--- src/hw/rtl/mcc_pkg.sv ---
`timescale 1ns / 1ps

package mcc_pkg;

   localparam int LEVEL_W    = 24;
   localparam int CODE_W     = 14;
   localparam int DATA_W     = 7;
   localparam int STATUS_W   = 8;
   localparam int CHAN_W     = 5;
   localparam int COEF_W     = 17;
   localparam int CSR_IDX_W  = 3;
   localparam int CSR_DATA_W = 17;
   localparam int SCALED_W   = 23;
   localparam int QUOT_W     = 9;
   localparam int PROD_W     = LEVEL_W + COEF_W;

   localparam logic [CSR_IDX_W-1:0] CSR_CHANNEL_SELECT = 3'd0;
   localparam logic [CSR_IDX_W-1:0] CSR_MSB_CONTROLLER = 3'd1;
   localparam logic [CSR_IDX_W-1:0] CSR_BIPOLAR_MODE   = 3'd2;
   localparam logic [CSR_IDX_W-1:0] CSR_SMOOTHING_COEF = 3'd3;
   localparam logic [CSR_IDX_W-1:0] CSR_REPLACE_MODE   = 3'd4;

   localparam logic [3:0]        CC_STATUS_HI   = 4'hB;
   localparam logic [DATA_W-1:0] CTL_RESET_ALL  = 7'd121;
   localparam logic [DATA_W-1:0] CTL_NOTES_OFF  = 7'd123;
   localparam logic [DATA_W:0]   LSB_OFFSET     = 8'd32;

   localparam logic [CODE_W:0]     CODE_MAX    = 15'd16383;
   localparam logic [SCALED_W-1:0] CODE_ROUND  = 23'd8191;
   localparam logic [LEVEL_W-1:0]  HALF_SCALE  = 24'd2621440;
   localparam logic [COEF_W-1:0]   COEF_ONE    = 17'h10000;
   localparam logic [PROD_W:0]     ROUND_Q16   = 42'd32768;
   localparam logic [LEVEL_W-1:0]  LEVEL_MAX   = 24'h7FFFFF;
   localparam logic [LEVEL_W-1:0]  LEVEL_MIN   = 24'h800000;

   typedef struct packed {
      logic [DATA_W-1:0] msb_held;
      logic [DATA_W-1:0] lsb_held;
      logic              msb_seen;
      logic              lsb_seen;
   } held_type;

   typedef struct packed {
      held_type           held;
      logic               clear;
      logic               target_we;
      logic [LEVEL_W-1:0] target;
   } midi_upd_type;

endpackage

--- src/hw/rtl/mcc_target.sv ---
`timescale 1ns / 1ps

module mcc_target (
   input  mcc_pkg::held_type                   held,
   input  logic [mcc_pkg::CHAN_W-1:0]          channel_select,
   input  logic [mcc_pkg::DATA_W-1:0]          msb_controller,
   input  logic                                bipolar_mode,
   input  logic [mcc_pkg::STATUS_W-1:0]        status_byte,
   input  logic [mcc_pkg::DATA_W-1:0]          controller_byte,
   input  logic [mcc_pkg::DATA_W-1:0]          value_byte,
   output mcc_pkg::midi_upd_type               upd
);

   logic                                is_cc;
   logic                                chan_ok;
   logic                                cc_ok;
   logic                                msb_hit;
   logic                                lsb_hit;
   mcc_pkg::held_type                   held_new;
   logic [mcc_pkg::CODE_W-1:0]          code;
   logic [mcc_pkg::SCALED_W-1:0]        scaled;
   logic [mcc_pkg::SCALED_W-1:0]        rounded;
   logic [mcc_pkg::QUOT_W-1:0]          quot_est;
   logic [mcc_pkg::CODE_W:0]            remain;
   logic [mcc_pkg::QUOT_W-1:0]          quot;
   logic [mcc_pkg::SCALED_W-1:0]        level;

   assign is_cc   = status_byte[7:4] == mcc_pkg::CC_STATUS_HI;
   assign chan_ok = (channel_select == '0) ||
                    ({1'b0, status_byte[3:0]} == channel_select - 5'd1);
   assign cc_ok   = is_cc && chan_ok;

   assign upd.clear = cc_ok && ((controller_byte == mcc_pkg::CTL_RESET_ALL) ||
                      ((controller_byte == mcc_pkg::CTL_NOTES_OFF) && (value_byte == '0)));

   assign msb_hit = cc_ok && !upd.clear && (controller_byte == msb_controller);
   assign lsb_hit = cc_ok && !upd.clear && !msb_hit &&
                    ({1'b0, controller_byte} == {1'b0, msb_controller} + mcc_pkg::LSB_OFFSET);

   always_comb begin
      held_new = held;
      if (msb_hit) begin
         held_new.msb_held = value_byte;
         held_new.msb_seen = 1'b1;
      end
      if (lsb_hit) begin
         held_new.lsb_held = value_byte;
         held_new.lsb_seen = 1'b1;
      end
   end

   always_comb begin
      priority if (held_new.msb_seen && held_new.lsb_seen) begin
         code = {held_new.msb_held, held_new.lsb_held};
      end else if (held_new.msb_seen) begin
         code = {held_new.msb_held, 7'd0};
      end else begin
         code = {7'd0, held_new.lsb_held};
      end
   end

   // code * 10 V / 16383 in q.19 = code*320 + round(code*320 / 16383)
   assign scaled   = mcc_pkg::SCALED_W'({code, 8'd0}) + mcc_pkg::SCALED_W'({code, 6'd0});
   assign rounded  = scaled + mcc_pkg::CODE_ROUND;
   assign quot_est = rounded[mcc_pkg::SCALED_W-1:mcc_pkg::CODE_W];
   assign remain   = {1'b0, rounded[mcc_pkg::CODE_W-1:0]} +
                     (mcc_pkg::CODE_W+1)'(quot_est);
   assign quot     = quot_est + mcc_pkg::QUOT_W'(remain >= mcc_pkg::CODE_MAX);
   assign level    = scaled + mcc_pkg::SCALED_W'(quot);

   assign upd.held      = upd.clear ? '0 : held_new;
   assign upd.target_we = cc_ok && !upd.clear && (held_new.msb_seen || held_new.lsb_seen);
   assign upd.target    = {1'b0, level} - (bipolar_mode ? mcc_pkg::HALF_SCALE : '0);

endmodule

--- src/hw/rtl/mcc_smooth.sv ---
`timescale 1ns / 1ps

module mcc_smooth (
   input  logic [mcc_pkg::LEVEL_W-1:0] target_level,
   input  logic [mcc_pkg::LEVEL_W-1:0] smoothed_level,
   input  logic [mcc_pkg::COEF_W-1:0]  coef,
   input  logic                        replace_mode,
   input  logic [mcc_pkg::LEVEL_W-1:0] bus_in,
   output logic [mcc_pkg::LEVEL_W-1:0] smoothed_next,
   output logic [mcc_pkg::LEVEL_W-1:0] cv_out
);

   logic [mcc_pkg::LEVEL_W:0]   diff;
   logic                        diff_neg;
   logic [mcc_pkg::LEVEL_W:0]   mag;
   logic [mcc_pkg::PROD_W-1:0]  prod;
   logic [mcc_pkg::PROD_W:0]    prod_rnd;
   logic [mcc_pkg::LEVEL_W-1:0] step;
   logic [mcc_pkg::LEVEL_W:0]   step_signed;
   logic [mcc_pkg::LEVEL_W:0]   level_sum;
   logic [mcc_pkg::LEVEL_W:0]   mix;

   assign diff     = {target_level[mcc_pkg::LEVEL_W-1], target_level} -
                     {smoothed_level[mcc_pkg::LEVEL_W-1], smoothed_level};
   assign diff_neg = diff[mcc_pkg::LEVEL_W];
   assign mag      = diff_neg ? -diff : diff;

   // step magnitude rounds half away from zero
   assign prod     = mag[mcc_pkg::LEVEL_W-1:0] * coef;
   assign prod_rnd = {1'b0, prod} + mcc_pkg::ROUND_Q16;
   assign step     = prod_rnd[mcc_pkg::LEVEL_W+15:16];

   assign step_signed = diff_neg ? -{1'b0, step} : {1'b0, step};
   assign level_sum   = {smoothed_level[mcc_pkg::LEVEL_W-1], smoothed_level} + step_signed;
   assign smoothed_next = level_sum[mcc_pkg::LEVEL_W-1:0];

   assign mix = {bus_in[mcc_pkg::LEVEL_W-1], bus_in} +
                {smoothed_next[mcc_pkg::LEVEL_W-1], smoothed_next};

   always_comb begin
      priority if (replace_mode) begin
         cv_out = smoothed_next;
      end else if (mix[mcc_pkg::LEVEL_W] != mix[mcc_pkg::LEVEL_W-1]) begin
         cv_out = mix[mcc_pkg::LEVEL_W] ? mcc_pkg::LEVEL_MIN : mcc_pkg::LEVEL_MAX;
      end else begin
         cv_out = mix[mcc_pkg::LEVEL_W-1:0];
      end
   end

endmodule

--- src/hw/rtl/midi_14bit_cc_to_cv_core.sv ---
// a tick beat is registered in the work stage, then in the result register
// throughput: one beat per cycle, midi and tick in any mix, unless a tick is held
// the held bytes, target and smoothed level form a registered loop in the work stage
// rsp stall holds a tick in the work stage only while the result register is full
// synchronous reset: clears valids and converter state, restores defaults, no sweep
`timescale 1ns / 1ps

module midi_14bit_cc_to_cv_core (
   input  logic                                 clock,
   input  logic                                 reset,
   input  logic                                 req_valid,
   output logic                                 req_stall,
   input  logic                                 req_action,
   input  logic [mcc_pkg::STATUS_W-1:0]         req_status_byte,
   input  logic [mcc_pkg::DATA_W-1:0]           req_controller_byte,
   input  logic [mcc_pkg::DATA_W-1:0]           req_value_byte,
   input  logic signed [mcc_pkg::LEVEL_W-1:0]   req_bus_in,
   output logic                                 rsp_valid,
   input  logic                                 rsp_stall,
   output logic signed [mcc_pkg::LEVEL_W-1:0]   rsp_cv_out,
   input  logic                                 csr_valid,
   output logic                                 csr_ready,
   input  logic [mcc_pkg::CSR_IDX_W-1:0]        csr_index,
   input  logic [mcc_pkg::CSR_DATA_W-1:0]       csr_wdata
);

   logic [mcc_pkg::CHAN_W-1:0]    channel_select_ff;
   logic [mcc_pkg::DATA_W-1:0]    msb_controller_ff;
   logic                          bipolar_mode_ff;
   logic [mcc_pkg::COEF_W-1:0]    coef_ff;
   logic                          replace_mode_ff;

   logic                          s1_valid_ff;
   logic                          s1_valid_in;
   logic                          s1_action_ff;
   logic [mcc_pkg::STATUS_W-1:0]  s1_status_ff;
   logic [mcc_pkg::DATA_W-1:0]    s1_ctl_ff;
   logic [mcc_pkg::DATA_W-1:0]    s1_val_ff;
   logic [mcc_pkg::LEVEL_W-1:0]   s1_bus_ff;

   mcc_pkg::held_type             held_ff;
   mcc_pkg::held_type             held_in;
   logic [mcc_pkg::LEVEL_W-1:0]   target_ff;
   logic [mcc_pkg::LEVEL_W-1:0]   target_in;
   logic [mcc_pkg::LEVEL_W-1:0]   smoothed_ff;
   logic [mcc_pkg::LEVEL_W-1:0]   smoothed_in;

   logic                          rsp_valid_ff;
   logic                          rsp_valid_in;
   logic [mcc_pkg::LEVEL_W-1:0]   rsp_cv_ff;

   logic                          req_accept;
   logic                          csr_write;
   logic                          out_free;
   logic                          s1_go;
   logic                          tick_go;
   logic                          midi_go;
   mcc_pkg::midi_upd_type         upd;
   logic [mcc_pkg::LEVEL_W-1:0]   smoothed_next;
   logic [mcc_pkg::LEVEL_W-1:0]   cv_next;

   assign csr_ready  = 1'b1;
   assign csr_write  = csr_valid && csr_ready;

   assign out_free   = !rsp_valid_ff || !rsp_stall;
   assign s1_go      = s1_valid_ff && (!s1_action_ff || out_free);
   assign tick_go    = s1_go && s1_action_ff;
   assign midi_go    = s1_go && !s1_action_ff;
   assign req_stall  = s1_valid_ff && !s1_go;
   assign req_accept = req_valid && !req_stall;

   assign s1_valid_in  = req_accept || (s1_valid_ff && !s1_go);
   assign rsp_valid_in = tick_go || (rsp_valid_ff && rsp_stall);

   assign rsp_valid  = rsp_valid_ff;
   assign rsp_cv_out = rsp_cv_ff;

   mcc_target u_target (
      .held            (held_ff),
      .channel_select  (channel_select_ff),
      .msb_controller  (msb_controller_ff),
      .bipolar_mode    (bipolar_mode_ff),
      .status_byte     (s1_status_ff),
      .controller_byte (s1_ctl_ff),
      .value_byte      (s1_val_ff),
      .upd             (upd)
   );

   mcc_smooth u_smooth (
      .target_level   (target_ff),
      .smoothed_level (smoothed_ff),
      .coef           (coef_ff),
      .replace_mode   (replace_mode_ff),
      .bus_in         (s1_bus_ff),
      .smoothed_next  (smoothed_next),
      .cv_out         (cv_next)
   );

   always_comb begin
      held_in     = held_ff;
      target_in   = target_ff;
      smoothed_in = smoothed_ff;
      if (midi_go) begin
         held_in = upd.held;
         if (upd.clear) begin
            target_in   = '0;
            smoothed_in = '0;
         end else if (upd.target_we) begin
            target_in = upd.target;
         end
      end
      if (tick_go) begin
         smoothed_in = smoothed_next;
      end
   end

   // config registers, coefficient clamped to unity on write
   always_ff @(posedge clock) begin
      if (reset) begin
         channel_select_ff <= '0;
         msb_controller_ff <= 7'd1;
         bipolar_mode_ff   <= 1'b0;
         coef_ff           <= mcc_pkg::COEF_ONE;
         replace_mode_ff   <= 1'b1;
      end else if (csr_write) begin
         unique case (csr_index)
            mcc_pkg::CSR_CHANNEL_SELECT: begin
               channel_select_ff <= csr_wdata[mcc_pkg::CHAN_W-1:0];
            end
            mcc_pkg::CSR_MSB_CONTROLLER: begin
               msb_controller_ff <= csr_wdata[mcc_pkg::DATA_W-1:0];
            end
            mcc_pkg::CSR_BIPOLAR_MODE: begin
               bipolar_mode_ff <= csr_wdata[0];
            end
            mcc_pkg::CSR_SMOOTHING_COEF: begin
               coef_ff <= csr_wdata[mcc_pkg::COEF_W-1] ? mcc_pkg::COEF_ONE
                                                       : csr_wdata[mcc_pkg::COEF_W-1:0];
            end
            mcc_pkg::CSR_REPLACE_MODE: begin
               replace_mode_ff <= csr_wdata[0];
            end
            default: begin
            end
         endcase
      end
   end

   always_ff @(posedge clock) begin
      if (reset) begin
         s1_valid_ff  <= 1'b0;
         rsp_valid_ff <= 1'b0;
         held_ff      <= '0;
         target_ff    <= '0;
         smoothed_ff  <= '0;
      end else begin
         s1_valid_ff  <= s1_valid_in;
         rsp_valid_ff <= rsp_valid_in;
         held_ff      <= held_in;
         target_ff    <= target_in;
         smoothed_ff  <= smoothed_in;
      end
   end

   always_ff @(posedge clock) begin
      if (req_accept) begin
         s1_action_ff <= req_action;
         s1_status_ff <= req_status_byte;
         s1_ctl_ff    <= req_controller_byte;
         s1_val_ff    <= req_value_byte;
         s1_bus_ff    <= req_bus_in;
      end
      if (tick_go) begin
         rsp_cv_ff <= cv_next;
      end
   end

endmodule

--- config.mk ---
export PLATFORM = sky130hd
export DESIGN_NAME = midi_14bit_cc_to_cv_core
export DESIGN_NICKNAME = d
export VERILOG_FILES = /design/src/hw/rtl/mcc_pkg.sv /design/src/hw/rtl/mcc_target.sv /design/src/hw/rtl/mcc_smooth.sv /design/src/hw/rtl/midi_14bit_cc_to_cv_core.sv
export SDC_FILE = /design/constraint.sdc
export NUM_CORES = 2
export LEC_CHECK = 0
export ABC_CLOCK_PERIOD_IN_PS = 16720
export BUFFER_PORTS_ARGS = -buffer_cell sky130_fd_sc_hd__buf_4
export CORE_MARGIN = 2
export CORE_UTILIZATION = 47
export CTS_CLUSTER_DIAMETER = 40
export CTS_CLUSTER_SIZE = 10
export DETAILED_ROUTE_END_ITERATION = 12
export GPL_ROUTABILITY_DRIVEN = 0
export HOLD_SLACK_MARGIN = 0.03
export REMOVE_ABC_BUFFERS = 1
export SLEW_MARGIN = 40
export SYNTH_ARGS = -nofsm -noshare
export SYNTH_HDL_FRONTEND = slang
export SYNTH_SLANG_ARGS = --single-unit
--- constraint.sdc ---
create_clock -name clock -period 16.72 [get_ports clock]
set_input_delay 0 -clock clock [delete_from_list [all_inputs] [get_ports clock]]
set_output_delay 0 -clock clock [all_outputs]
set_load 0.01 [all_outputs]
==> flow_summary.ini <==
[status]
status = finished, final reports clean

[sta]
rsz0062_at_grt = no
slew_viol_final = 0
period_needed_ns = 15.52
hold_viol_final = 0
tightestPinTransition_ns = 0.911
fmax_mhz = 64.4
finalSetupTns_ns = 0
setup_violations = 0
slew_headroom = 0.391
skew_ns = 0.0133
fin_crit_sh = 0.928

[cts]
cts_tree = done
cts.repair.resized = 0
hold_buffers = 73
clk_pin_slew_worst_paths_ns = 0.07
post_cts_buffers = 0
cts.sink_count = 168
cts_htree_levels = 4
cts-root-buf = clkbuf_16
clk_path_buf_depth = 2
numCtsBuffers = 17
worstSkewPairLatency_ns = 0.46

[final_layout]
final_nets = 3786
fill_cells = 5123
multi_input_area_um2 = 19600
drive_gt1_frac = 0.0737
seq_area_um2 = 4070
syn2layout_area_growth_pct = 11.6
antenna_cells = 0

[setup_path]
cp-end-kind = register
crit_fanout = 23
cpPeakStageDelay_ns = 0.60
slowest_stage = fa_1
crit_type = register to register
arrival_ns = 15.70
path_common_cell = nor2_1
cp.required_ns = 16.90
cp-start-kind = register

[run]
cap_viol_max_count = 0

[placement]
io_buffers = 97
dp_hpwl_um = 56600

[global_route]
grt.total_usage = 0.256
overflow = 0
grt_pass1_wl_um = 114000
grt_max_degree = 86
antenna_found_initial = 1
grt_pass1_vias = 21917

[drt]
firstDrtPassIters = 6
routed_via_density = 5.52
wl_per_cell_um = 18.5
ant_nets = 0
drc = 0
via_count = 21308
routed_wl_um = 71300
first_iter_violations = 1334

[yosys]
ys_ff_latch = 168
synth-simple-area-share = 0.180
synthTopCellsByArea = fa_1 (26%), ha_1 (11%), edfxtp_1 (8.3%), dfxtp_1 (7.5%), inv_1 (7.1%)
synth_top_area_frac = 0.259
synth_top_family_by_area = adder cells
ys.flop_type = dfxtp_1
async_flop_share = 0
synth_edf_count = 71
synth_fa_ha_area_frac = 0.373
synth.distinct_cells = 92
syn_area_um2 = 25800
synth.mux.area_fraction = 0.00835
synth_commonest_cells = inv_1 (490), nand2_1 (340), fa_1 (333)
yosysWarnings = 0
synth_top_area_cell = fa_1
seq_area_frac_synth = 0.158
synth-compound-area-share = 0.130
avgSynthCellArea_um2 = 8.56
synth-xor-area-share = 0.0649
synth.most_common_cell = inv_1
syn_inst = 3010

[die]
die_area_um2 = 56700
die_y_um = 238
start_util = 0.477
design.core.area_um2 = 54000
rows = 85
io_pins = 99
die_w_um = 238

[min_path]
hp-class = input pin to register
critical path: cells and delay by family, from the launching register on:
kind,cells,cell delay [ns]
AND/OR/NAND/NOR,13,2.74
adder cells (fa/ha/maj),12,4.75
buffers and inverters,5,0.31
multiplexers,2,1.04
flip-flops,1,0.34
XOR/XNOR,4,0.85
AO/OA/AOI/OAI,23,5.20
per-layer routing:
metal	share of wire	global-route usage	routed length (um)
met5	0	0	0
met4	0.034	0.0909	2460
met3	0.053	0.0356	3790
met2	0.49	0.440	34900
met1	0.42	0.331	30200
cell families (layout without fill, tap and decap cells):
group | Yosys count | after routing
muxes | 21 | 21
DFF | 168 | 168
adders and majority gates | 569 | 569
AOI/OAI and AO/OA | 497 | 497
and+or+nand+nor | 974 | 974
xor gates and xnor gates | 191 | 191
other | 1 | 1
buffers and inverters | 589 | 742
registers in the layout, summed over array words and instances, names as in the netlist, 5 cells and up:
register / cells
coef_ff: 17
smoothed_ff: 24
target_ff: 24
s1_status_ff: 8
msb_controller_ff: 7
s1_val_ff: 7
channel_select_ff: 5
s1_ctl_ff: 7
held_ff: 16
rsp_cv_out: 24
s1_bus_ff: 24
worst paths after layout:
path                              from                           end  slack (ns)  cells past startpoint
min                          csr_valid  bipolar_mode_ff$_SDFFE_PP0P_        0.15                      6
max          target_ff[0]$_SDFFE_PP0P_       rsp_cv_out[5]$_DFFE_PP_        1.20                     59
min reg2reg   coef_ff[13]$_SDFFE_PP0P_      coef_ff[13]$_SDFFE_PP0P_        0.45                      2
max reg2reg  target_ff[0]$_SDFFE_PP0P_       rsp_cv_out[5]$_DFFE_PP_        1.20                     59
layout by cell type (no fill, tap or decap), types with 10 or more instances in the layout:
cell type        n
o21a_1          17
nand3b_1        12
dlygate4sd3_1   73
mux2i_1         16
o31ai_1         13
nand2b_1        23
xnor2_1        127
or3_1           11
o21ai_0         82
nor3_1          39
clkbuf_16       17
ha_1           231
fa_1           333
and3_1          15
a21oi_1        152
edfxtp_1        71
nor2b_1         21
inv_1          490
a21o_1          38
dfxtp_1         97
nand2_1        339
nor4_1          10
nand3_1         40
a211oi_1        12
and2_1         158
a22oi_1         45
buf_4          146
a31oi_1         11
nor2_1         252
xor2_1          58
stage by stage:
stage / hold slack (ns) / worst slack, ns / utilization / area (um2) / instances
final: 0.153 / 1.20 / 0.532 / 28800 / 3859
after global routing: 0.164 / 0.154 / 0.532 / 28800 / 3859
after CTS: 0.144 / 1.10 / 0.531 / 28700 / 3859
after detailed placement: 0.179 / 1.19 / 0.507 / 27400 / 3754
after global placement: 0.178 / 1.77 / 0.507 / 27400 / 3754
after floorplan: 0.0691 / 2.54 / - / 25400 / 2911
area by class of cell:
class | count | area share
clock buffer | 20 | 0.0162
clock inverter | 12 | 0.00379
inverter | 490 | 0.0640
multi-input combinational | 2253 | 0.680
sequential | 168 | 0.142
tap | 696 | 0.0303
timing repair buffer | 220 | 0.0639
Power is left out: the tool's default activity adds up to more than one toggle a clock period on the data nets, which glitch-free logic cannot reach.
